==> src/hdl/fcds_pkg.sv <==
// ----------------------------------------------------------------------------
// fcds_pkg
// shared types and constants for the fraction common-denominator unit
// ----------------------------------------------------------------------------
package fcds_pkg;

    localparam int IN_WIDTH_DEF = 16;
    localparam int OUT_W        = 32;
    localparam int SUM_W        = 33;
    localparam int DIV_STEPS    = SUM_W;
    localparam int CNT_W        = $clog2(DIV_STEPS);

    typedef enum logic [3:0] {
        S_IDLE,
        S_JOB,
        S_GCD_GO,
        S_GCD_WAIT,
        S_GCD_CHK,
        S_P_GO,
        S_P_WAIT,
        S_Q_GO,
        S_Q_WAIT,
        S_WRITE,
        S_MUL,
        S_OUT
    } t_state;

    typedef enum logic [3:0] {
        OP_NONE,
        OP_LOAD,
        OP_JOB,
        OP_GCD_GO,
        OP_GCD_WAIT,
        OP_P_GO,
        OP_P_WAIT,
        OP_Q_GO,
        OP_Q_WAIT,
        OP_WRITE,
        OP_MUL
    } t_op;

    // which pair is being reduced
    typedef enum logic [2:0] {
        J_A,
        J_B,
        J_L,
        J_S,
        J_Q
    } t_job;

    typedef struct packed {
        t_op  op;
        t_job job;
    } t_cmd;

    typedef struct packed {
        logic div_done;
        logic gy_zero;
        logic sb_zero;
    } t_sts;

endpackage

==> src/hdl/fcds_div.sv <==
// ----------------------------------------------------------------------------
// fcds_div
// restoring divider, one quotient bit per cycle
// ----------------------------------------------------------------------------
module fcds_div
    import fcds_pkg::*;
(
    input  logic              i_clk,
    input  logic              i_rst_n,
    input  logic              i_start,
    input  logic [SUM_W-1:0]  i_dividend,
    input  logic [OUT_W-1:0]  i_divisor,
    output logic [SUM_W-1:0]  o_quo,
    output logic [OUT_W-1:0]  o_rem,
    output logic              o_done
);

    logic [SUM_W-1:0] r_quo;
    logic [OUT_W-1:0] r_rem;
    logic [OUT_W-1:0] r_den;
    logic [CNT_W-1:0] r_cnt;
    logic             r_busy;
    logic             r_done;

    logic [SUM_W-1:0] w_trial;
    logic             w_ge;
    logic [SUM_W-1:0] w_diff;

    assign w_trial = {r_rem, r_quo[SUM_W-1]};
    assign w_ge    = (w_trial >= {1'b0, r_den});
    assign w_diff  = w_trial - {1'b0, r_den};

    always_ff @(posedge i_clk) begin
        if (!i_rst_n) begin
            r_busy <= 1'b0;
            r_done <= 1'b0;
            r_cnt  <= '0;
        end else begin
            r_done <= 1'b0;
            if (i_start) begin
                r_busy <= 1'b1;
                r_cnt  <= '0;
            end else if (r_busy) begin
                r_cnt <= r_cnt + 1'b1;
                if (r_cnt == CNT_W'(DIV_STEPS - 1)) begin
                    r_busy <= 1'b0;
                    r_done <= 1'b1;
                end
            end
        end
    end

    always_ff @(posedge i_clk) begin
        if (i_start) begin
            r_quo <= i_dividend;
            r_rem <= '0;
            r_den <= i_divisor;
        end else if (r_busy) begin
            r_quo <= {r_quo[SUM_W-2:0], w_ge};
            r_rem <= w_ge ? w_diff[OUT_W-1:0] : w_trial[OUT_W-1:0];
        end
    end

    assign o_quo  = r_quo;
    assign o_rem  = r_rem;
    assign o_done = r_done;

endmodule

==> src/hdl/fcds_dp.sv <==
// ----------------------------------------------------------------------------
// fcds_dp
// operand registers, gcd reduction loop and result registers
// ----------------------------------------------------------------------------
module fcds_dp
    import fcds_pkg::*;
#(
    parameter int IN_WIDTH = IN_WIDTH_DEF
) (
    input  logic                i_clk,
    input  logic                i_rst_n,
    input  t_cmd                i_cmd,
    output t_sts                o_sts,
    input  logic [IN_WIDTH-1:0] i_num_a,
    input  logic [IN_WIDTH-1:0] i_den_a,
    input  logic [IN_WIDTH-1:0] i_num_b,
    input  logic [IN_WIDTH-1:0] i_den_b,
    output logic [OUT_W-1:0]    o_scaled_num_a,
    output logic [OUT_W-1:0]    o_scaled_num_b,
    output logic [OUT_W-1:0]    o_common_den,
    output logic [SUM_W-1:0]    o_sum_num,
    output logic [OUT_W-1:0]    o_sum_den,
    output logic [OUT_W-1:0]    o_quot_num,
    output logic [OUT_W-1:0]    o_quot_den,
    output logic                o_quot_invalid
);

    localparam int PW = 2 * IN_WIDTH;

    logic [IN_WIDTH-1:0] r_na, r_da, r_nb, r_db, r_ma, r_mb;
    logic [SUM_W-1:0]    r_p, r_gx;
    logic [OUT_W-1:0]    r_q, r_gy;
    logic [OUT_W-1:0]    r_sa, r_sb, r_lcm, r_sd, r_qn, r_qd;
    logic [SUM_W-1:0]    r_sn;
    logic                r_inv;

    logic [PW-1:0]       w_pa, w_pb, w_pl;
    logic                w_start;
    logic [SUM_W-1:0]    w_dividend;
    logic [OUT_W-1:0]    w_divisor;
    logic [SUM_W-1:0]    w_quo;
    logic [OUT_W-1:0]    w_rem;
    logic                w_done;

    assign w_pa = r_na * r_ma;
    assign w_pb = r_nb * r_mb;
    assign w_pl = r_da * r_ma;

    assign w_start = (i_cmd.op == OP_GCD_GO) || (i_cmd.op == OP_P_GO) ||
                     (i_cmd.op == OP_Q_GO);

    always_comb begin
        w_dividend = r_gx;
        w_divisor  = r_gy;
        unique case (i_cmd.op)
            OP_P_GO: begin
                w_dividend = r_p;
                w_divisor  = r_gx[OUT_W-1:0];
            end
            OP_Q_GO: begin
                w_dividend = {1'b0, r_q};
                w_divisor  = r_gx[OUT_W-1:0];
            end
            default: begin
                w_dividend = r_gx;
                w_divisor  = r_gy;
            end
        endcase
    end

    fcds_div u_div (
        .i_clk      (i_clk),
        .i_rst_n    (i_rst_n),
        .i_start    (w_start),
        .i_dividend (w_dividend),
        .i_divisor  (w_divisor),
        .o_quo      (w_quo),
        .o_rem      (w_rem),
        .o_done     (w_done)
    );

    always_ff @(posedge i_clk) begin
        unique case (i_cmd.op)
            OP_LOAD: begin
                r_na <= i_num_a;
                r_da <= (i_den_a == '0) ? IN_WIDTH'(1) : i_den_a;
                r_nb <= i_num_b;
                r_db <= (i_den_b == '0) ? IN_WIDTH'(1) : i_den_b;
            end
            // operands of each gcd reduction also seed the euclid pair
            OP_JOB: begin
                unique case (i_cmd.job)
                    J_A: begin
                        r_p  <= SUM_W'(r_na);
                        r_q  <= OUT_W'(r_da);
                        r_gx <= SUM_W'(r_na);
                        r_gy <= OUT_W'(r_da);
                    end
                    J_B: begin
                        r_p  <= SUM_W'(r_nb);
                        r_q  <= OUT_W'(r_db);
                        r_gx <= SUM_W'(r_nb);
                        r_gy <= OUT_W'(r_db);
                    end
                    J_L: begin
                        r_p  <= SUM_W'(r_da);
                        r_q  <= OUT_W'(r_db);
                        r_gx <= SUM_W'(r_da);
                        r_gy <= OUT_W'(r_db);
                    end
                    J_S: begin
                        r_p  <= {1'b0, r_sa} + {1'b0, r_sb};
                        r_q  <= r_lcm;
                        r_gx <= {1'b0, r_sa} + {1'b0, r_sb};
                        r_gy <= r_lcm;
                    end
                    default: begin
                        r_p  <= {1'b0, r_sa};
                        r_q  <= r_sb;
                        r_gx <= {1'b0, r_sa};
                        r_gy <= r_sb;
                    end
                endcase
            end
            OP_GCD_WAIT: begin
                if (w_done) begin
                    r_gx <= {1'b0, r_gy};
                    r_gy <= w_rem;
                end
            end
            OP_P_WAIT: begin
                if (w_done) r_p <= w_quo;
            end
            OP_Q_WAIT: begin
                if (w_done) r_q <= w_quo[OUT_W-1:0];
            end
            OP_WRITE: begin
                r_gx <= '0;
                r_gy <= '0;
                unique case (i_cmd.job)
                    J_A: begin
                        r_na <= r_p[IN_WIDTH-1:0];
                        r_da <= r_q[IN_WIDTH-1:0];
                    end
                    J_B: begin
                        r_nb <= r_p[IN_WIDTH-1:0];
                        r_db <= r_q[IN_WIDTH-1:0];
                    end
                    J_L: begin
                        r_mb <= r_p[IN_WIDTH-1:0];
                        r_ma <= r_q[IN_WIDTH-1:0];
                    end
                    J_S: begin
                        r_sn  <= r_p;
                        r_sd  <= r_q;
                        r_inv <= (r_sb == '0);
                        r_qn  <= '0;
                        r_qd  <= '0;
                    end
                    default: begin
                        r_qn <= r_p[OUT_W-1:0];
                        r_qd <= r_q;
                    end
                endcase
            end
            OP_MUL: begin
                r_sa  <= OUT_W'(w_pa);
                r_sb  <= OUT_W'(w_pb);
                r_lcm <= OUT_W'(w_pl);
            end
            default: begin
                if (!i_rst_n) begin
                    r_gx <= '0;
                    r_gy <= '0;
                end
            end
        endcase
    end

    assign o_sts.div_done = w_done;
    assign o_sts.gy_zero  = (r_gy == '0);
    assign o_sts.sb_zero  = (r_sb == '0);

    assign o_scaled_num_a = r_sa;
    assign o_scaled_num_b = r_sb;
    assign o_common_den   = r_lcm;
    assign o_sum_num      = r_sn;
    assign o_sum_den      = r_sd;
    assign o_quot_num     = r_qn;
    assign o_quot_den     = r_qd;
    assign o_quot_invalid = r_inv;

endmodule

==> src/hdl/fcds_ctrl.sv <==
// ----------------------------------------------------------------------------
// fcds_ctrl
// sequencer for the reductions, scaling and result hand-off
// ----------------------------------------------------------------------------
module fcds_ctrl
    import fcds_pkg::*;
(
    input  logic i_clk,
    input  logic i_rst_n,
    input  logic i_in_valid,
    output logic o_in_stall,
    output logic o_out_valid,
    input  logic i_out_stall,
    output t_cmd o_cmd,
    input  t_sts i_sts
);

    t_state r_state, n_state;
    t_job   r_job, n_job;

    always_ff @(posedge i_clk) begin
        if (!i_rst_n) begin
            r_state <= S_IDLE;
            r_job   <= J_A;
        end else begin
            r_state <= n_state;
            r_job   <= n_job;
        end
    end

    always_comb begin
        n_state    = r_state;
        n_job      = r_job;
        o_cmd.op   = OP_NONE;
        o_cmd.job  = r_job;
        unique case (r_state)
            S_IDLE: begin
                if (i_in_valid) begin
                    o_cmd.op = OP_LOAD;
                    n_job    = J_A;
                    n_state  = S_JOB;
                end
            end
            S_JOB: begin
                o_cmd.op = OP_JOB;
                n_state  = S_GCD_GO;
            end
            S_GCD_GO: begin
                o_cmd.op = OP_GCD_GO;
                n_state  = S_GCD_WAIT;
            end
            S_GCD_WAIT: begin
                o_cmd.op = OP_GCD_WAIT;
                if (i_sts.div_done) n_state = S_GCD_CHK;
            end
            S_GCD_CHK: begin
                n_state = i_sts.gy_zero ? S_P_GO : S_GCD_GO;
            end
            S_P_GO: begin
                o_cmd.op = OP_P_GO;
                n_state  = S_P_WAIT;
            end
            S_P_WAIT: begin
                o_cmd.op = OP_P_WAIT;
                if (i_sts.div_done) n_state = S_Q_GO;
            end
            S_Q_GO: begin
                o_cmd.op = OP_Q_GO;
                n_state  = S_Q_WAIT;
            end
            S_Q_WAIT: begin
                o_cmd.op = OP_Q_WAIT;
                if (i_sts.div_done) n_state = S_WRITE;
            end
            S_WRITE: begin
                o_cmd.op = OP_WRITE;
                unique case (r_job)
                    J_A: begin
                        n_job   = J_B;
                        n_state = S_JOB;
                    end
                    J_B: begin
                        n_job   = J_L;
                        n_state = S_JOB;
                    end
                    J_L: n_state = S_MUL;
                    J_S: begin
                        // zero second numerator skips the quotient
                        n_job   = J_Q;
                        n_state = i_sts.sb_zero ? S_OUT : S_JOB;
                    end
                    default: n_state = S_OUT;
                endcase
            end
            S_MUL: begin
                o_cmd.op = OP_MUL;
                n_job    = J_S;
                n_state  = S_JOB;
            end
            S_OUT: begin
                if (!i_out_stall) n_state = S_IDLE;
            end
            default: n_state = S_IDLE;
        endcase
    end

    assign o_in_stall  = (r_state != S_IDLE);
    assign o_out_valid = (r_state == S_OUT);

endmodule

==> src/hdl/fraction_common_den_sum_quotient.sv <==
// ----------------------------------------------------------------------------
// fraction_common_den_sum_quotient
// reduces two fractions, scales them to their lcm, gives reduced sum and
// quotient
//
// channel  direction  handshake                      payload
// input    in         i_in_valid / o_in_stall        num_a den_a num_b den_b
// output   out        o_out_valid / i_out_stall      eight result fields
//
// one transaction at a time; Euclid steps and divisions share one bit-serial
// divider: each reduction runs its Euclid steps and then two divisions, and a
// transaction runs four reductions (five when the second numerator is nonzero).
// reset clears the sequencer, the divider control and, if no load is issued,
// the Euclid pair, not operands or results. the result is held until the
// output side takes it, and no input is taken until then.
// ----------------------------------------------------------------------------
module fraction_common_den_sum_quotient
    import fcds_pkg::*;
#(
    parameter int IN_WIDTH = IN_WIDTH_DEF
) (
    input  logic                i_clk,
    input  logic                i_rst_n,
    input  logic                i_in_valid,
    output logic                o_in_stall,
    input  logic [IN_WIDTH-1:0] i_num_a,
    input  logic [IN_WIDTH-1:0] i_den_a,
    input  logic [IN_WIDTH-1:0] i_num_b,
    input  logic [IN_WIDTH-1:0] i_den_b,
    output logic                o_out_valid,
    input  logic                i_out_stall,
    output logic [OUT_W-1:0]    o_scaled_num_a,
    output logic [OUT_W-1:0]    o_scaled_num_b,
    output logic [OUT_W-1:0]    o_common_den,
    output logic [SUM_W-1:0]    o_sum_num,
    output logic [OUT_W-1:0]    o_sum_den,
    output logic [OUT_W-1:0]    o_quot_num,
    output logic [OUT_W-1:0]    o_quot_den,
    output logic                o_quot_invalid
);

    t_cmd w_cmd;
    t_sts w_sts;

    fcds_ctrl u_ctrl (
        .i_clk       (i_clk),
        .i_rst_n     (i_rst_n),
        .i_in_valid  (i_in_valid),
        .o_in_stall  (o_in_stall),
        .o_out_valid (o_out_valid),
        .i_out_stall (i_out_stall),
        .o_cmd       (w_cmd),
        .i_sts       (w_sts)
    );

    fcds_dp #(.IN_WIDTH(IN_WIDTH)) u_dp (
        .i_clk          (i_clk),
        .i_rst_n        (i_rst_n),
        .i_cmd          (w_cmd),
        .o_sts          (w_sts),
        .i_num_a        (i_num_a),
        .i_den_a        (i_den_a),
        .i_num_b        (i_num_b),
        .i_den_b        (i_den_b),
        .o_scaled_num_a (o_scaled_num_a),
        .o_scaled_num_b (o_scaled_num_b),
        .o_common_den   (o_common_den),
        .o_sum_num      (o_sum_num),
        .o_sum_den      (o_sum_den),
        .o_quot_num     (o_quot_num),
        .o_quot_den     (o_quot_den),
        .o_quot_invalid (o_quot_invalid)
    );

endmodule

==> config.mk <==
export PLATFORM = sky130hd
export DESIGN_NAME = fraction_common_den_sum_quotient
export DESIGN_NICKNAME = d
export VERILOG_FILES = /design/src/hdl/fcds_pkg.sv /design/src/hdl/fcds_div.sv /design/src/hdl/fcds_dp.sv /design/src/hdl/fcds_ctrl.sv /design/src/hdl/fraction_common_den_sum_quotient.sv
export SDC_FILE = /design/constraint.sdc
export NUM_CORES = 2
export LEC_CHECK = 0
export BUFFER_PORTS_ARGS = -buffer_cell sky130_fd_sc_hd__buf_2
export CAP_MARGIN = 20
export CORE_MARGIN = 3
export CORE_UTILIZATION = 30
export CTS_CLUSTER_SIZE = 10
export DETAILED_ROUTE_END_ITERATION = 10
export PLACE_DENSITY = 0.54
export SYNTH_ARGS = -nofsm -noshare
export SYNTH_HDL_FRONTEND = slang
export SYNTH_SLANG_ARGS = --single-unit
==> constraint.sdc <==
create_clock -name i_clk -period 18.1 [get_ports i_clk]
set_input_delay 3.62 -clock i_clk [delete_from_list [all_inputs] [get_ports i_clk]]
set_output_delay 3.62 -clock i_clk [all_outputs]
set_load 0.005 [all_outputs]
==> summary.txt <==
Yosys
  • Yosys cell types: 79
  • Async SR Flop Fraction: 0
  • Syn Std Cell Area: 51700 um2
  • EDFF count, synth: 517
  • #FFs+latches synth: 564
  • Avg Cell Area, Syn: 9.99 um2
  • Synth Instances: 5174
  • Main flop type after synthesis: edfxtp_1
  • Register area share after synthesis: 0.318
  • YS warnings: 0
  • Syn nets: 6204

STA
  • Slew Viols, Final: 0
  • Final Hold Viols: 0
  • Slew @ Worst Pin: 1.24 ns
  • Final worst path period share: 0.403
  • Final Setup Violations: 0
  • RSZ-0062 raised after global routing: false
  • Setup Skew: 0.0387 ns
  • Setup TNS: 0 ns
  • Normalized max-slew margin: 0.168
  • F_max: 137 MHz
  • Minimum clock period after layout: 7.29 ns

Clocking
  • CTS tree: done
  • Clock Path Buffers: 3
  • Cts bufs inserted: 69
  • Clk sinks: 564
  • H-tree levels: 3
  • CTS clk-pin slew, worst paths: 0.06 ns
  • Worst skew pair latency: 0.67 ns
  • Hold Buf Count CTS: 0
  • Root buf cell: clkbuf_16
  • Post-cts gate resize count: 0
  • Setup bufs post-CTS: 0

Detailed routing
  • DRT Wirelength: 187000 um
  • DR pass1 iterations: 6
  • Drc violations: 0
  • Drt initial violations: 3220
  • WL/cell: 24.3 um
  • DR vias/cell: 5.04
  • Antenna viol nets, final: 0
  • DR vias: 38878

Setup path
  • Worst-path fanout max: 17
  • CP cell instances: nand2_1 > fa_1 > inv_1 > fa_1 > inv_1 > fa_1 > inv_1 > fa_1 > fa_1 > inv_1 > fa_1 > inv_1 > ha_1 > a21o_1 > a221o_1 > a221o_1 > o31ai_2 > a21oi_1 > o21ai_2 > o21bai_1 > a21oi_1 > xnor2_1
  • Critical Path RT: 18.48 ns
  • Critical path class: register to register
  • Worst R2R Path Depth: 22
  • CP max stage delay: 0.97 ns
  • Crit end category: register
  • Most frequent CP cell: fa_1
  • Reg2reg end: u_dp.o_scaled_num_b[29]$_DFFE_PP_
  • R2r setup slk: 10.81 ns
  • CP endpoint: u_dp.o_scaled_num_b[29]$_DFFE_PP_
  • Crit path arrival time: 7.67 ns
  • R2R Path Start: u_dp.r_nb[7]$_DFFE_PP_
  • Worst Setup SP: u_dp.r_nb[7]$_DFFE_PP_
  • Worst path depth: 22
  • Slowest CP cell: edfxtp_1
  • CP Buf/Inv Count: 5
  • Worst setup SP type: register
  • Cell family with most CP delay: adder cells

Pwr
  • Power density cells: 223 nW/um2
  • Max IR drop VDD: 0.246 mV
  • Total chip power: 0.0129 W
  • Leak Pwr: 25.6 nW

Cells and area
  • Multi-input gate area: 31700 um2
  • # fillers: 17530
  • Most common cell after layout, fill and taps aside: nand2_1
  • Total Nets Final: 6408
  • Seq. cell area: 16500 um2
  • Syn-to-layout area delta: 12.2%
  • Share of layout cells above drive strength 1: 0.102
  • Final instance area: 58000 um2
  • Commonest non-fill, non-tap cells in the layout: nand2_1, inv_1, fa_1
  • Final Util: 0.340

Place
  • IO Port Bufs: 295
  • Placed cell areas: 55900 um2
  • Hpwl dp: 142000 um
  • Placer Congestion: 0.931

Floorplan
  • Core ar.: 170000 um2
  • Core Rows: 151
  • Die width: 421 um
  • Overall die height: 421 um
  • Initial Util: 0.303
  • I/O pin count: 296
  • Die area: 177000 um2

Global routing
  • Antenna violations before repair: 12
  • Largest net degree at the start of global routing: 79
  • Congestion Overflow GR: 0
  • Number of global-route vias before repair: 40389
  • GRT Resource Usage Total: 0.209
  • First-pass GRT wire length: 276000 um

Worst hold path
  • Worst hold-check path type: register to register
  • Min-Delay Path Depth: 0

Job
  • Maxcap violations: 0

Run status
  • Run status: completed
==> registers in the layout, indices dropped and copies added, names as in the netlist, 33 cells and up <==
signal            count
u_dp.r_p             33
u_dp.r_gx            33
u_dp.o_sum_num       33
u_dp.u_div.o_quo     33
==> stage by stage <==
stage / worst slack (ns) / std cells / hold WS [ns]
global route: 10.55 / 7713 / 0.494
CTS: 10.86 / 7711 / 0.477
global placement: 11.03 / 7600 / 0.461
floorplan: 9.34 / 5174 / 0.418
finish: 10.81 / 7717 / 0.474
detailed placement: 10.93 / 7600 / 0.469
==> cells by family (layout without fill, tap and decap cells) <==
group / after synthesis / in the layout / synth area share
AO/OA/AOI/OAI: 816 / 816 / 0.0988
XOR/XNOR: 142 / 142 / 0.0241
adder cells (fa/ha/maj): 962 / 962 / 0.318
buffers and inverters: 986 / 1230 / 0.0718
flip-flops: 564 / 564 / 0.318
multiplexers: 112 / 112 / 0.0241
other: 0 / 4 / 0
AND/OR/NAND/NOR: 1592 / 1592 / 0.145
==> worst min path at each step <==
| stage | end | slack, ns | from |
|---|---|---|---|
| after floorplan | u_dp.o_sum_num[32]$_DFFE_PP_ | 0.42 | u_dp.r_p[32]$_DFFE_PP_ |
| after global placement | u_dp.o_sum_num[23]$_DFFE_PP_ | 0.46 | u_dp.r_p[23]$_DFFE_PP_ |
| after detailed placement | u_dp.o_sum_den[25]$_DFFE_PP_ | 0.47 | u_dp.r_q[25]$_DFFE_PP_ |
| after CTS | u_dp.o_sum_den[25]$_DFFE_PP_ | 0.48 | u_dp.r_q[25]$_DFFE_PP_ |
| after global routing | u_dp.o_sum_den[25]$_DFFE_PP_ | 0.49 | u_dp.r_q[25]$_DFFE_PP_ |
| final | u_dp.o_sum_den[25]$_DFFE_PP_ | 0.47 | u_dp.r_q[25]$_DFFE_PP_ |
==> per-layer routing <==
layer	up-vias	global-route usage	share of wire
li1	17401	-	-
met1	19893	0.252	0.40
met2	1208	0.360	0.49
met3	374	0.0267	0.048
met4	2	0.118	0.067
met5	-	0	0.000080
==> worst register-to-register path, stage by stage (launching register included) <==
cell      delay, ns
edfxtp_1       0.97
nand2_1        0.20
fa_1           0.57
inv_1          0.05
fa_1           0.50
inv_1          0.06
fa_1           0.53
inv_1          0.06
fa_1           0.46
fa_1           0.50
inv_1          0.05
fa_1           0.49
inv_1          0.05
ha_1           0.38
a21o_1         0.22
a221o_1        0.32
a221o_1        0.39
o31ai_2        0.39
a21oi_1        0.26
o21ai_2        0.26
o21bai_1       0.08
a21oi_1        0.17
xnor2_1        0.09
==> final cells by class <==
cell class | count | share of cell area
Clock inverter | 15 | 0.00360
Antenna cell | 4 | 0.000173
Timing Repair Buffer | 375 | 0.0364
Tap cell | 2295 | 0.0495
Inverter | 744 | 0.0481
Multi-Input combinational cell | 3624 | 0.546
Sequential cell | 564 | 0.284
Clock buffer | 96 | 0.0322
==> synth_stat cells (all sizes together), types with 9 or more instances <==
cell / n / area [um2]
nand2: 761 / 2860
inv: 742 / 2790
fa: 584 / 11700
edfxtp: 517 / 15500
and2: 431 / 2700
ha: 378 / 4730
a21oi: 268 / 1350
clkbuf: 223 / 837
nor2: 207 / 777
o21ai: 205 / 1030
xnor2: 87 / 762
a21o: 79 / 593
mux2i: 67 / 671
a211oi: 56 / 435
xor2: 55 / 482
dfxtp: 47 / 941
mux2: 39 / 439
nor4: 31 / 194
nand3: 30 / 150
nor2b: 30 / 188
o21a: 24 / 180
a22oi: 23 / 173
a31oi: 21 / 131
o21bai: 21 / 158
and3: 19 / 119
buf: 19 / 82.6
nand4: 19 / 119
o31ai: 19 / 148
nor3: 18 / 90.1
nand2b: 17 / 106
o211ai: 11 / 82.6
a32oi: 9 / 78.8
o221ai: 9 / 78.8
==> report_power, final <==
| group | internal, W | switching, W | total (W) | leakage, nW |
|---|---|---|---|---|
| Clock | 0.000741 | 0.000598 | 0.00134 | 1.00 |
| Sequential | 0.00209 | 0.000268 | 0.00236 | 5.20 |
| Combinational | 0.00369 | 0.00555 | 0.00925 | 19.4 |
| Total | 0.00652 | 0.00642 | 0.0129 | 25.6 |
(Power assumes the default switching activity.)
